===== src/rtl/ccfr_pkg.sv =====
// Package for the COBS/CRC frame receiver.
// Holds result codes, register indexes, inter-module structs and the CRC step.
// No dependencies.
package ccfr_pkg;

  localparam logic [15:0] CrcInit      = 16'hFFFF;
  localparam logic [15:0] CrcPoly      = 16'h1021;
  localparam logic [7:0]  FullCode     = 8'hFF;
  localparam logic [15:0] DefaultMagic = 16'hA15A;
  localparam logic [7:0]  DefaultVer   = 8'h01;
  localparam logic [7:0]  AckRequested = 8'h01;
  localparam logic [4:0]  CountCap     = 5'd18;

  typedef enum logic [2:0] {
    ST_OK        = 3'd0,
    ST_FRAMING   = 3'd1,
    ST_COBS      = 3'd2,
    ST_SHORT     = 3'd3,
    ST_CRC       = 3'd4,
    ST_HDR_SHORT = 3'd5,
    ST_HDR_BAD   = 3'd6
  } status_e;

  typedef enum logic [0:0] {
    CFG_MAGIC   = 1'b0,
    CFG_VERSION = 1'b1
  } cfg_idx_e;

  // one beat leaving the input register
  typedef struct packed {
    logic       adv;
    logic       last;
    logic [7:0] data;
  } step_t;

  // one decoded byte
  typedef struct packed {
    logic       valid;
    logic [7:0] data;
  } emit_t;

  typedef struct packed {
    logic seen;
    logic bad;
  } cobs_st_t;

  typedef struct packed {
    logic [15:0] magic;
    logic [7:0]  version;
    logic [7:0]  mtype;
    logic [31:0] seq;
    logic [7:0]  flags;
    logic [7:0]  src;
    logic [7:0]  dst;
  } hdr_t;

  typedef struct packed {
    logic fill2;
    logic crc_ok;
    logic hdr_full;
  } chk_t;

  // CRC-16/CCITT-FALSE, one byte, MSB first
  function automatic logic [15:0] crc16_byte(input logic [15:0] crc, input logic [7:0] b);
    logic [15:0] c;
    c = crc ^ {b, 8'h00};
    for (int i = 0; i < 8; i++) begin
      if (c[15]) begin
        c = {c[14:0], 1'b0} ^ CrcPoly;
      end else begin
        c = {c[14:0], 1'b0};
      end
    end
    return c;
  endfunction

endpackage


===== src/rtl/ccfr_if.sv =====
// Stream interfaces for the COBS/CRC frame receiver: raw bytes in, results out.
// Depends on nothing.
interface ccfr_in_if;
  logic       valid;
  logic       ready;
  logic [7:0] rx_byte;
  logic       end_of_packet;

  modport source (output valid, output rx_byte, output end_of_packet, input ready);
  modport sink   (input valid, input rx_byte, input end_of_packet, output ready);
endinterface

interface ccfr_out_if;
  logic        valid;
  logic        ready;
  logic [2:0]  status;
  logic [7:0]  msg_kind;
  logic [31:0] seq_number;
  logic [7:0]  source_id;
  logic [7:0]  dest_id;
  logic        ack_request;
  logic [31:0] ack_value;

  modport source (output valid, output status, output msg_kind, output seq_number,
                  output source_id, output dest_id, output ack_request,
                  output ack_value, input ready);
  modport sink   (input valid, input status, input msg_kind, input seq_number,
                  input source_id, input dest_id, input ack_request,
                  input ack_value, output ready);
endinterface


===== src/rtl/ccfr_cobs_dec.sv =====
// COBS decoder: tracks block position, defers the implied zero, flags errors.
// Depends on ccfr_pkg.
module ccfr_cobs_dec (
  input  logic              clk_i,
  input  logic              rst_ni,
  input  ccfr_pkg::step_t   step_i,
  output ccfr_pkg::emit_t   emit_o,
  output ccfr_pkg::cobs_st_t st_o
);

  logic [7:0] rem_q, rem_d;
  logic       full_q, full_d;
  logic       zpend_q, zpend_d;
  logic       err_q, err_d;
  logic       seen_q, seen_d;

  always_comb begin
    rem_d   = rem_q;
    full_d  = full_q;
    zpend_d = zpend_q;
    err_d   = err_q;
    seen_d  = seen_q;
    emit_o  = '{valid: 1'b0, data: 8'h00};
    if (step_i.adv) begin
      if (step_i.last) begin
        rem_d   = 8'h00;
        full_d  = 1'b0;
        zpend_d = 1'b0;
        err_d   = 1'b0;
        seen_d  = 1'b0;
      end else begin
        seen_d = 1'b1;
        if (!err_q) begin
          if (rem_q != 8'h00) begin
            emit_o = '{valid: 1'b1, data: step_i.data};
            rem_d  = rem_q - 8'd1;
            if (rem_q == 8'd1) begin
              zpend_d = !full_q;
            end
          end else begin
            // release the deferred zero before the new code byte
            if (zpend_q) begin
              emit_o  = '{valid: 1'b1, data: 8'h00};
              zpend_d = 1'b0;
            end
            if (step_i.data == 8'h00) begin
              err_d = 1'b1;
            end else begin
              rem_d  = step_i.data - 8'd1;
              full_d = (step_i.data == ccfr_pkg::FullCode);
              if (step_i.data == 8'd1) begin
                zpend_d = 1'b1;
              end
            end
          end
        end
      end
    end
  end

  assign st_o.seen = seen_q;
  assign st_o.bad  = err_q || (rem_q != 8'h00);

  always_ff @(posedge clk_i or negedge rst_ni) begin
    if (!rst_ni) begin
      rem_q   <= 8'h00;
      full_q  <= 1'b0;
      zpend_q <= 1'b0;
      err_q   <= 1'b0;
      seen_q  <= 1'b0;
    end else begin
      rem_q   <= rem_d;
      full_q  <= full_d;
      zpend_q <= zpend_d;
      err_q   <= err_d;
      seen_q  <= seen_d;
    end
  end

endmodule


===== src/rtl/ccfr_crc_hdr.sv =====
// Two-byte delay, running CRC and header capture over decoded bytes.
// Depends on ccfr_pkg.
module ccfr_crc_hdr (
  input  logic             clk_i,
  input  logic             rst_ni,
  input  logic             clear_i,
  input  ccfr_pkg::emit_t  emit_i,
  output ccfr_pkg::hdr_t   hdr_o,
  output ccfr_pkg::chk_t   chk_o
);

  logic [7:0]     dly0_q, dly0_d, dly1_q, dly1_d;
  logic [1:0]     fill_q, fill_d;
  logic [15:0]    crc_q, crc_d;
  logic [4:0]     cnt_q, cnt_d;
  ccfr_pkg::hdr_t hdr_q, hdr_d;
  logic [3:0]     hidx;

  // header index of the byte leaving the delay; only used while cnt_q is 2..17
  assign hidx = cnt_q[3:0] - 4'd2;

  always_comb begin
    dly0_d = dly0_q;
    dly1_d = dly1_q;
    fill_d = fill_q;
    crc_d  = crc_q;
    cnt_d  = cnt_q;
    hdr_d  = hdr_q;
    if (clear_i) begin
      fill_d = 2'd0;
      crc_d  = ccfr_pkg::CrcInit;
      cnt_d  = 5'd0;
    end else if (emit_i.valid) begin
      if (fill_q == 2'd2) begin
        // oldest byte leaves the delay into the CRC
        crc_d = ccfr_pkg::crc16_byte(crc_q, dly0_q);
        if (cnt_q < ccfr_pkg::CountCap) begin
          case (hidx)
            4'd0:    hdr_d.magic[7:0]  = dly0_q;
            4'd1:    hdr_d.magic[15:8] = dly0_q;
            4'd2:    hdr_d.version     = dly0_q;
            4'd3:    hdr_d.mtype       = dly0_q;
            4'd4, 4'd5, 4'd6, 4'd7: hdr_d.seq[8*hidx[1:0] +: 8] = dly0_q;
            4'd12:   hdr_d.flags       = dly0_q;
            4'd13:   hdr_d.src         = dly0_q;
            4'd14:   hdr_d.dst         = dly0_q;
            default: hdr_d = hdr_q;
          endcase
        end
        dly0_d = dly1_q;
        dly1_d = emit_i.data;
      end else begin
        if (fill_q == 2'd0) begin
          dly0_d = emit_i.data;
        end else begin
          dly1_d = emit_i.data;
        end
        fill_d = fill_q + 2'd1;
      end
      if (cnt_q < ccfr_pkg::CountCap) begin
        cnt_d = cnt_q + 5'd1;
      end
    end
  end

  assign hdr_o          = hdr_q;
  assign chk_o.fill2    = (fill_q == 2'd2);
  assign chk_o.crc_ok   = ({dly1_q, dly0_q} == crc_q);
  assign chk_o.hdr_full = (cnt_q == ccfr_pkg::CountCap);

  // payload registers: delay bytes and header fields
  always_ff @(posedge clk_i) begin
    dly0_q <= dly0_d;
    dly1_q <= dly1_d;
    hdr_q  <= hdr_d;
  end

  always_ff @(posedge clk_i or negedge rst_ni) begin
    if (!rst_ni) begin
      fill_q <= 2'd0;
      crc_q  <= ccfr_pkg::CrcInit;
      cnt_q  <= 5'd0;
    end else begin
      fill_q <= fill_d;
      crc_q  <= crc_d;
      cnt_q  <= cnt_d;
    end
  end

endmodule


===== src/rtl/cobs_crc_frame_receiver.sv =====
// COBS/CRC frame receiver top level: input register, decoder, CRC/header
// unit, frame checks, sequence tracking and result register.
// Depends on ccfr_pkg, ccfr_in_if, ccfr_out_if, ccfr_cobs_dec, ccfr_crc_hdr.
//
// Usage:
//   rx carries one raw packet byte per beat; end_of_packet marks the last
//   beat, which must be the zero terminator. res carries one result beat per
//   packet: status, header fields, ack_request and ack_value.
//   The config port writes expected magic (index 0) and version (index 1);
//   write it only while no packet is in flight.
// Timing:
//   Every data beat is registered, then decoded into the two-byte delay in
//   the following cycle; one beat per cycle is sustained unless a terminator
//   waits on res. Each result beat is registered in the result register.
//   The rate is set by the per-byte update: COBS step plus one CRC byte step.
// Reset:
//   Clears per-packet control state (not payload), the in-order sequence and
//   restores magic 0xA15A and version 1. No clearing pass is needed.
// Back-pressure:
//   While a result waits on res, data beats keep flowing in; a terminator beat
//   holds in the input register until the result register frees, and rx then
//   stalls behind it.
module cobs_crc_frame_receiver (
  input  logic              clk_i,
  input  logic              rst_ni,
  ccfr_in_if.sink           rx,
  ccfr_out_if.source        res,
  input  logic              cfg_we_i,
  input  logic [0:0]        cfg_idx_i,
  input  logic [15:0]       cfg_data_i
);

  // input register
  logic       s1_valid_q, s1_valid_d;
  logic [7:0] s1_byte_q, s1_byte_d;
  logic       s1_eop_q, s1_eop_d;

  // configuration
  logic [15:0] magic_q;
  logic [7:0]  ver_q;

  // sequence tracking
  logic [31:0] last_q, last_d;

  // result register
  logic                res_valid_q, res_valid_d;
  ccfr_pkg::status_e   st_q, st_d;
  logic [7:0]          mtype_q, mtype_d;
  logic [31:0]         seq_q, seq_d;
  logic [7:0]          src_q, src_d;
  logic [7:0]          dst_q, dst_d;
  logic                ackr_q, ackr_d;
  logic [31:0]         ackv_q, ackv_d;

  logic                out_free;
  logic                s1_adv;
  logic                rx_take;
  ccfr_pkg::step_t     step;
  ccfr_pkg::emit_t     emit;
  ccfr_pkg::cobs_st_t  cobs_st;
  ccfr_pkg::hdr_t      hdr;
  ccfr_pkg::chk_t      chk;
  ccfr_pkg::status_e   status;

  // a terminator needs the result register; data beats never do
  assign out_free = !res_valid_q || res.ready;
  assign s1_adv   = s1_valid_q && (!s1_eop_q || out_free);
  assign rx.ready = !s1_valid_q || s1_adv;
  assign rx_take  = rx.valid && rx.ready;

  assign step = '{adv: s1_adv, last: s1_eop_q, data: s1_byte_q};

  ccfr_cobs_dec u_dec (
    .clk_i  (clk_i),
    .rst_ni (rst_ni),
    .step_i (step),
    .emit_o (emit),
    .st_o   (cobs_st)
  );

  ccfr_crc_hdr u_crc (
    .clk_i   (clk_i),
    .rst_ni  (rst_ni),
    .clear_i (s1_adv && s1_eop_q),
    .emit_i  (emit),
    .hdr_o   (hdr),
    .chk_o   (chk)
  );

  always_comb begin
    s1_valid_d = s1_valid_q;
    s1_byte_d  = s1_byte_q;
    s1_eop_d   = s1_eop_q;
    if (rx_take) begin
      s1_valid_d = 1'b1;
      s1_byte_d  = rx.rx_byte;
      s1_eop_d   = rx.end_of_packet;
    end else if (s1_adv) begin
      s1_valid_d = 1'b0;
    end
  end

  // frame checks in priority order; first failure wins
  always_comb begin
    if (s1_byte_q != 8'h00 || !cobs_st.seen) begin
      status = ccfr_pkg::ST_FRAMING;
    end else if (cobs_st.bad) begin
      status = ccfr_pkg::ST_COBS;
    end else if (!chk.fill2) begin
      status = ccfr_pkg::ST_SHORT;
    end else if (!chk.crc_ok) begin
      status = ccfr_pkg::ST_CRC;
    end else if (!chk.hdr_full) begin
      status = ccfr_pkg::ST_HDR_SHORT;
    end else if (hdr.magic != magic_q || hdr.version != ver_q) begin
      status = ccfr_pkg::ST_HDR_BAD;
    end else begin
      status = ccfr_pkg::ST_OK;
    end
  end

  always_comb begin
    res_valid_d = res_valid_q;
    st_d        = st_q;
    mtype_d     = mtype_q;
    seq_d       = seq_q;
    src_d       = src_q;
    dst_d       = dst_q;
    ackr_d      = ackr_q;
    ackv_d      = ackv_q;
    last_d      = last_q;
    if (s1_adv && s1_eop_q) begin
      res_valid_d = 1'b1;
      st_d        = status;
      mtype_d     = 8'h00;
      seq_d       = 32'h0;
      src_d       = 8'h00;
      dst_d       = 8'h00;
      ackr_d      = 1'b0;
      ackv_d      = 32'h0;
      if (status == ccfr_pkg::ST_OK) begin
        // advance the in-order mark only on the next sequence number
        if (hdr.seq == last_q + 32'd1) begin
          last_d = hdr.seq;
        end
        mtype_d = hdr.mtype;
        seq_d   = hdr.seq;
        src_d   = hdr.src;
        dst_d   = hdr.dst;
        ackr_d  = |(hdr.flags & ccfr_pkg::AckRequested);
        ackv_d  = last_d;
      end
    end else if (res.ready) begin
      res_valid_d = 1'b0;
    end
  end

  assign res.valid       = res_valid_q;
  assign res.status      = st_q;
  assign res.msg_kind    = mtype_q;
  assign res.seq_number  = seq_q;
  assign res.source_id   = src_q;
  assign res.dest_id     = dst_q;
  assign res.ack_request = ackr_q;
  assign res.ack_value   = ackv_q;

  // payload registers
  always_ff @(posedge clk_i) begin
    s1_byte_q <= s1_byte_d;
    s1_eop_q  <= s1_eop_d;
    st_q      <= st_d;
    mtype_q   <= mtype_d;
    seq_q     <= seq_d;
    src_q     <= src_d;
    dst_q     <= dst_d;
    ackr_q    <= ackr_d;
    ackv_q    <= ackv_d;
  end

  always_ff @(posedge clk_i or negedge rst_ni) begin
    if (!rst_ni) begin
      s1_valid_q  <= 1'b0;
      res_valid_q <= 1'b0;
      last_q      <= 32'h0;
    end else begin
      s1_valid_q  <= s1_valid_d;
      res_valid_q <= res_valid_d;
      last_q      <= last_d;
    end
  end

  // configuration writes
  always_ff @(posedge clk_i or negedge rst_ni) begin
    if (!rst_ni) begin
      magic_q <= ccfr_pkg::DefaultMagic;
      ver_q   <= ccfr_pkg::DefaultVer;
    end else if (cfg_we_i) begin
      unique case (ccfr_pkg::cfg_idx_e'(cfg_idx_i))
        ccfr_pkg::CFG_MAGIC:   magic_q <= cfg_data_i;
        ccfr_pkg::CFG_VERSION: ver_q   <= cfg_data_i[7:0];
        default:               magic_q <= magic_q;
      endcase
    end
  end

endmodule

===== src/flat_wrapper.sv =====
// flat-port wrapper written by rule: the top's interface ports become plain ports
module cobs_crc_frame_receiver_flat 
  (clk_i, rst_ni, cfg_we_i, cfg_idx_i, cfg_data_i, rx_valid, rx_rx_byte, rx_end_of_packet, rx_ready, res_valid, res_status, res_msg_kind, res_seq_number, res_source_id, res_dest_id, res_ack_request, res_ack_value, res_ready);
  ccfr_in_if rx_i ();
  ccfr_out_if res_i ();
  input  logic clk_i;
  input  logic rst_ni;
  input  logic cfg_we_i;
  input  logic [0:0] cfg_idx_i;
  input  logic [15:0] cfg_data_i;
  input wire logic [$bits(rx_i.valid)-1:0] rx_valid;
  input wire logic [$bits(rx_i.rx_byte)-1:0] rx_rx_byte;
  input wire logic [$bits(rx_i.end_of_packet)-1:0] rx_end_of_packet;
  output wire logic [$bits(rx_i.ready)-1:0] rx_ready;
  output wire logic [$bits(res_i.valid)-1:0] res_valid;
  output wire logic [$bits(res_i.status)-1:0] res_status;
  output wire logic [$bits(res_i.msg_kind)-1:0] res_msg_kind;
  output wire logic [$bits(res_i.seq_number)-1:0] res_seq_number;
  output wire logic [$bits(res_i.source_id)-1:0] res_source_id;
  output wire logic [$bits(res_i.dest_id)-1:0] res_dest_id;
  output wire logic [$bits(res_i.ack_request)-1:0] res_ack_request;
  output wire logic [$bits(res_i.ack_value)-1:0] res_ack_value;
  input wire logic [$bits(res_i.ready)-1:0] res_ready;
  assign rx_i.valid = rx_valid;
  assign rx_i.rx_byte = rx_rx_byte;
  assign rx_i.end_of_packet = rx_end_of_packet;
  assign rx_ready = rx_i.ready;
  assign res_valid = res_i.valid;
  assign res_status = res_i.status;
  assign res_msg_kind = res_i.msg_kind;
  assign res_seq_number = res_i.seq_number;
  assign res_source_id = res_i.source_id;
  assign res_dest_id = res_i.dest_id;
  assign res_ack_request = res_i.ack_request;
  assign res_ack_value = res_i.ack_value;
  assign res_i.ready = res_ready;
  cobs_crc_frame_receiver u_core (.clk_i(clk_i), .rst_ni(rst_ni), .rx(rx_i), .res(res_i), .cfg_we_i(cfg_we_i), .cfg_idx_i(cfg_idx_i), .cfg_data_i(cfg_data_i));
endmodule

===== config.mk =====
export PLATFORM = sky130hd
export DESIGN_NAME = cobs_crc_frame_receiver_flat
export DESIGN_NICKNAME = d
export VERILOG_FILES = /design/src/rtl/ccfr_pkg.sv /design/src/rtl/ccfr_if.sv /design/src/rtl/ccfr_cobs_dec.sv /design/src/rtl/ccfr_crc_hdr.sv /design/src/rtl/cobs_crc_frame_receiver.sv /design/src/flat_wrapper.sv
export SDC_FILE = /design/constraint.sdc
export NUM_CORES = 1
export LEC_CHECK = 0
export BUFFER_PORTS_ARGS = -buffer_cell sky130_fd_sc_hd__buf_2
export CORE_MARGIN = 10
export CORE_UTILIZATION = 35
export CTS_CLUSTER_SIZE = 30
export DETAILED_ROUTE_END_ITERATION = 16
export GPL_TIMING_DRIVEN = 0
export PLACE_DENSITY = 0.52
export SLEW_MARGIN = 25
export SYNTH_ARGS = -nofsm -noshare
export SYNTH_HDL_FRONTEND = slang
export SYNTH_SLANG_ARGS = --single-unit

===== constraint.sdc =====
create_clock -name clk_i -period 11.9 [get_ports clk_i]
set_input_delay 1.785 -clock clk_i [delete_from_list [all_inputs] [get_ports clk_i]]
set_output_delay 1.785 -clock clk_i [all_outputs]
set_load 0.01 [all_outputs]

Yosys cells after proc, flatten, opt, wreduce, memory -nomap -nowiden. Cells that the tools add are included. Widths: inputs -> output; s select.

Reductions and logical operators: 46. Multipliers: 0. Eq/ne operators: 26. Shifts and indexed selects: 2. Muxes and demuxes: 78. Order comparisons: 1. Bitwise logic cells: 11. $add $sub $neg: 7. Div/mod/pow operators: 0.

Operators by type and width (count): $mux 16 (24); $mux 13 (8); $mux 8 (8); $mux 9 (5); $reduce_and 5->1 (8); $neg 5->34 (1); $shift 8x34->32 const A (1); $shiftx 8x34->32 (1); $add 32x1->32 const B (1); $bwmux 32 (1); $eq 32x32->1 (1); $mux 32 (1); $not 3->3 (8); $mux 1 (19); $mux 3 (6); $eq 16x16->1 (1); $eq 4x3->1 const B (4); $eq 8x1->1 const B (2); $ne 16x16->1 (1); $reduce_bool 8->1 (2); $sub 8x1->8 const B (2); $xor 16x16->16 (1); $mux 5 (3); $eq 4x4->1 const B (3); 28 further kinds (59).

Memory bits (writable): 0. Memories kept: 0. Bits in latches: 0. Output and inout port bits: 94. Memory bits (read-only): 0. Register bits: 291.

Longest topological paths before layout.
Word-level depth: 42. Depth in mapped cells: 12. Mapped depth without buffers: 9.

By module. A second synthesis with hierarchy kept.

Cell total of the unflattened synthesis: 1077. Area, all modules: 13900.8 um^2.

By module, submodules not included: cobs_crc_frame_receiver (sequential area each 4494.3 um^2, area an instance 7717.4 um^2, cells each 629, times used 1); ccfr_crc_hdr (sequential area each 3718.6 um^2, area an instance 5056.1 um^2, cells each 315, times used 1); ccfr_cobs_dec (sequential area each 300.3 um^2, area an instance 1127.3 um^2, cells each 133, times used 1).

Worst setup path after synthesis. OpenSTA, ideal clock, no wires.

Kind: in2reg. Start: in res_ready. End: reg u_core.ackr_q, in the netlist u_core.res.ack_request, enable pin. Required time: 11.409 ns. Data arrival time: 4.995 ns. Setup slack: 6.414 ns. Cell stages on the path: 4. Buffers on the path: 1. Path through: nand2b_1 nand3_1 inv_1 clkbuf_1.

Word-level cells in the longest chain between the ends: 4.

RTL lines: start, declared (line flat_wrapper.sv:23) `input wire logic [$bits(res_i.ready)-1:0] res_ready;`; $logic_or 1x1->1 (line cobs_crc_frame_receiver.sv:66) `assign out_free = !res_valid_q || res.ready;`; $logic_or 1x1->1 (line cobs_crc_frame_receiver.sv:67) `assign s1_adv = s1_valid_q && (!s1_eop_q || out_free);`; $logic_and 1x1->1 (line cobs_crc_frame_receiver.sv:67); $logic_and 1x1->1 (line cobs_crc_frame_receiver.sv:132) `if (s1_adv && s1_eop_q) begin`; end signal, assigned (line cobs_crc_frame_receiver.sv:176) `ackr_q <= ackr_d;`; end, declared (line cobs_crc_frame_receiver.sv:52) `logic ackr_q, ackr_d;`.

Every way passes these cells. A chain may end at the register's enable or synchronous reset.

Worst setup path in the final report.
Start: in res_ready. End: reg u_core.u_crc.hdr_q, in the netlist u_core.u_crc.hdr_o[35], enable pin.

Word-level cells in the longest chain between the ends: 6.

RTL lines: $logic_or 1x1->1 * (line cobs_crc_frame_receiver.sv:66); $logic_or 1x1->1 * (line cobs_crc_frame_receiver.sv:67); $logic_and 1x1->1 * (line cobs_crc_frame_receiver.sv:67); $logic_and 1x1->1 (line cobs_crc_frame_receiver.sv:84) `.clear_i (s1_adv && s1_eop_q),`; $not 1->1 (no line); $reduce_and 5->1 (no line) *; end signal, assigned (line ccfr_crc_hdr.sv:75) `hdr_q <= hdr_d;`; end, declared (line ccfr_crc_hdr.sv:16) `ccfr_pkg::hdr_t hdr_q, hdr_d;`.

Every way passes the cells marked *; elsewhere a longest branch is shown, timed or not.

==> results_dict.tcl <==
set metrics [dict create \
    leakage_nw 5.834 \
    cts_setup_buffers 0 \
    hold_depth 2 \
    grt_remaining_overflow 0 \
    synth_fa_ha_area_share_pct 1.663 \
    worstReg2RegStart "u_core.last_q[0]" \
    finalHoldViolations 0 \
    powerDensity_nw_per_um2 162.9 \
    dp_cells 1731 \
    rsz0062_at_grt "no" \
    min_path_type "reg -> reg" \
    skew_ps 11.84 \
    worstSkewPairLatency_ps 570 \
    finalWirelength_um 33710 \
    fin_crit_ps 4286 \
    seq_area_frac_synth_pct 61.30 \
    cts_made_buffers 31 \
    critPathMaxFanout 8 \
    startpoint_type "input pin" \
    final_max_slew_viol_count 0 \
    fillers 3652 \
    cts_tree "done" \
    end_kind "flip-flop" \
    r2r_slack_ps 7800 \
    synth.avg_cell_area_um2 12.53 \
    routed_via_density 4.968 \
    synth_edf_count 198 \
    cts_sinks 291 \
    holdPathEnd "u_core.u_dec.full_q" \
    period_share_pct 36.02 \
    route.vias.total 8888 \
    synth_xor_area_share_pct 7.306 \
    die-area_um2 46970 \
    core_um2 38470 \
    dr.first_iter.drc_count 626 \
    post_cts_hold_buffer_count 0 \
    drtAntennaViolNets 0 \
    ios 125 \
    fin_util_pct 41.46 \
    final_area_um2 15950 \
    grt_use_total_pct 13.86 \
    areaGrowthSynthToFinish_pct 17.74 \
    maxSlewHeadroom_pct 43.85 \
    rows 72 \
    ir_drop_mv 0.1031 \
    cp.arrival_ps 4500 \
    dr.pass1.iters 5 \
    cts_resized 0 \
    synth-async-reset-ratio_pct 31.96 \
    synth-seq-cells 291 \
    required_ps 12120 \
    synth-simple-area-share_pct 14.63 \
    root_buffer "clkbuf_16" \
    tns_ps 0 \
    synth_nets 1130 \
    synth_compound_area_share_pct 7.205 \
    status "finished, final reports clean" \
    remaining_drc_errors 0 \
    fmax_mhz 233.3 \
    antenna_cells 0 \
    synthCells 1081 \
    setup_violations 0 \
    fin_ws_ps 7614 \
    holdWs_ps 504.3 \
    yosys_warnings 0 \
    syn-cell-area_um2 13550 \
    dp_slack_ps 7014 \
    r2r_end "u_core.res.ack_value[31]" \
    drv_cap 0 \
    drive_gt1_share_pct 20.69 \
    synth.distinct_cells 64 \
    clk_pin_slew_worst_paths_ps 60 \
    grt_pass1_wl_um 52250 \
    die_h_um 216.7 \
    clk_path_buf_depth 3 \
    total_power_mw 2.597 \
    antenna_found_initial 0 \
    nets 1295 \
    wire_per_inst_um 18.84 \
    critical_path_class "in -> reg" \
    gp_congestion 0.8931 \
    instances_no_fill 1789 \
    synth_top_family_by_area "simple AND/OR/NAND/NOR gates" \
    r2r_cells 10 \
    synthMuxAreaShare_pct 5.625 \
    grt_pass1_vias 8821 \
    dp_hpwl_um 24130 \
    fp.dieW_um 216.7 \
    hp-start "u_core.u_dec.full_q" \
    worst_pin_slew_ps 833.4 \
    synth_ff_type "edfxtp_1" \
    placedInstanceArea_um2 14960 \
    htree_num_levels 1 \
    io_buffers 124 \
    grt_max_degree 57 \
    multi_input_area_um2 4965 \
    initial_utilization_pct 35.21 \
    ff_latch_area_um2 8303 \
]
worst max-delay path by stage:
| stage | start | to | slack (ps) | cells past startpoint |
|---|---|---|---|---|
| final | res_ready | u_core.u_crc.hdr_o[35] | 7610 | 9 |
| after global routing | res_ready | u_core.u_crc.hdr_o[37] | 7340 | 9 |
| after CTS | res_ready | u_core.u_crc.hdr_o[33] | 7620 | 9 |
| after detailed placement | res_ready | u_core.u_crc.hdr_o[35] | 7010 | 9 |
| after global placement | res_ready | u_core.u_crc.crc_q[2] | 4350 | 7 |
| after floorplan | res_ready | u_core.res.ack_request | 6410 | 4 |
metal layers:
layer	share of wire, %	track usage, %	vias up
met1	45	18.19	4339
li1	-	-	4301
met3	4.5	2.604	43
met4	1.7	2.564	0
met2	49	23.56	205
met5	0	0	-
logic make-up after synthesis:
logic type	Yosys count
xor+xnor	113
compound gates	165
flops	291
buf+inv	73
simple gates	353
mux	68
fa+ha+maj	18
Yosys cell counts (all sizes together) (3+ instances only):
cell type / n / share of area (%)
nor4: 22 / 1.2
clkbuf: 37 / 1.0
ha: 18 / 1.7
nand2: 48 / 1.3
o31ai: 6 / 0.33
and4: 4 / 0.26
a21oi: 50 / 1.8
o21ai: 64 / 2.4
nand3: 56 / 2.1
nor3b: 3 / 0.17
o41ai: 3 / 0.19
edfxtp: 198 / 44
xnor2: 63 / 4.1
dfstp: 24 / 4.7
nand4b: 4 / 0.26
a22oi: 3 / 0.17
nor3: 28 / 1.1
nand2b: 6 / 0.28
a31oi: 7 / 0.32
nor2: 37 / 1.0
dfrtp: 69 / 13
buf: 11 / 0.55
and3: 11 / 0.51
inv: 25 / 0.69
mux2i: 3 / 0.22
mux2: 65 / 5.4
nand4: 23 / 1.1
xor2: 50 / 3.2
o211ai: 4 / 0.22
o21a: 3 / 0.17
and2: 99 / 4.6
or4: 4 / 0.25
critical path, stage by stage:
cell	delay [ps]
buf_2	90
nor2b_1	70
a211o_1	370
nor2_1	160
o21ai_0	330
a21oi_1	600
nand2_1	250
nor3_1	390
and2_1	450
power by group:
part	total, mW	leakage [nW]	internal, mW	switching, mW
combinational	0.399	2.39	0.165	0.234
clock	0.937	0.482	0.549	0.388
sequential	1.26	2.96	1.18	0.0769
flip-flops by register name, summed over array words and instances (netlist names), 16 cells and up:
register               count
u_core.res.seq_number     32
u_core.magic_q            16
u_core.u_crc.crc_q        16
u_core.last_q             32
u_core.u_crc.hdr_o        81
u_core.res.ack_value      32
cell type report:
| class | count | share of cell area, % |
|---|---|---|
| inverters | 25 | 0.5884 |
| repair buffers | 132 | 4.605 |
| clock buffers | 41 | 5.162 |
| plain buffers | 48 | 1.365 |
| clock inverters | 17 | 1.028 |
| well taps | 518 | 4.064 |
| flip-flops and latches | 291 | 52.06 |
| multi-input cells | 717 | 31.13 |
placed cells by master, fill, tap and decap left out, types with 48 or more instances in the layout:
cell type / instances
xnor2_1: 63
a21oi_1: 50
xor2_1: 50
and2_1: 99
o21ai_0: 63
edfxtp_1: 198
nand2_1: 48
nand3_1: 56
dfrtp_1: 69
buf_2: 134
Power figures use the tool's default switching activity.
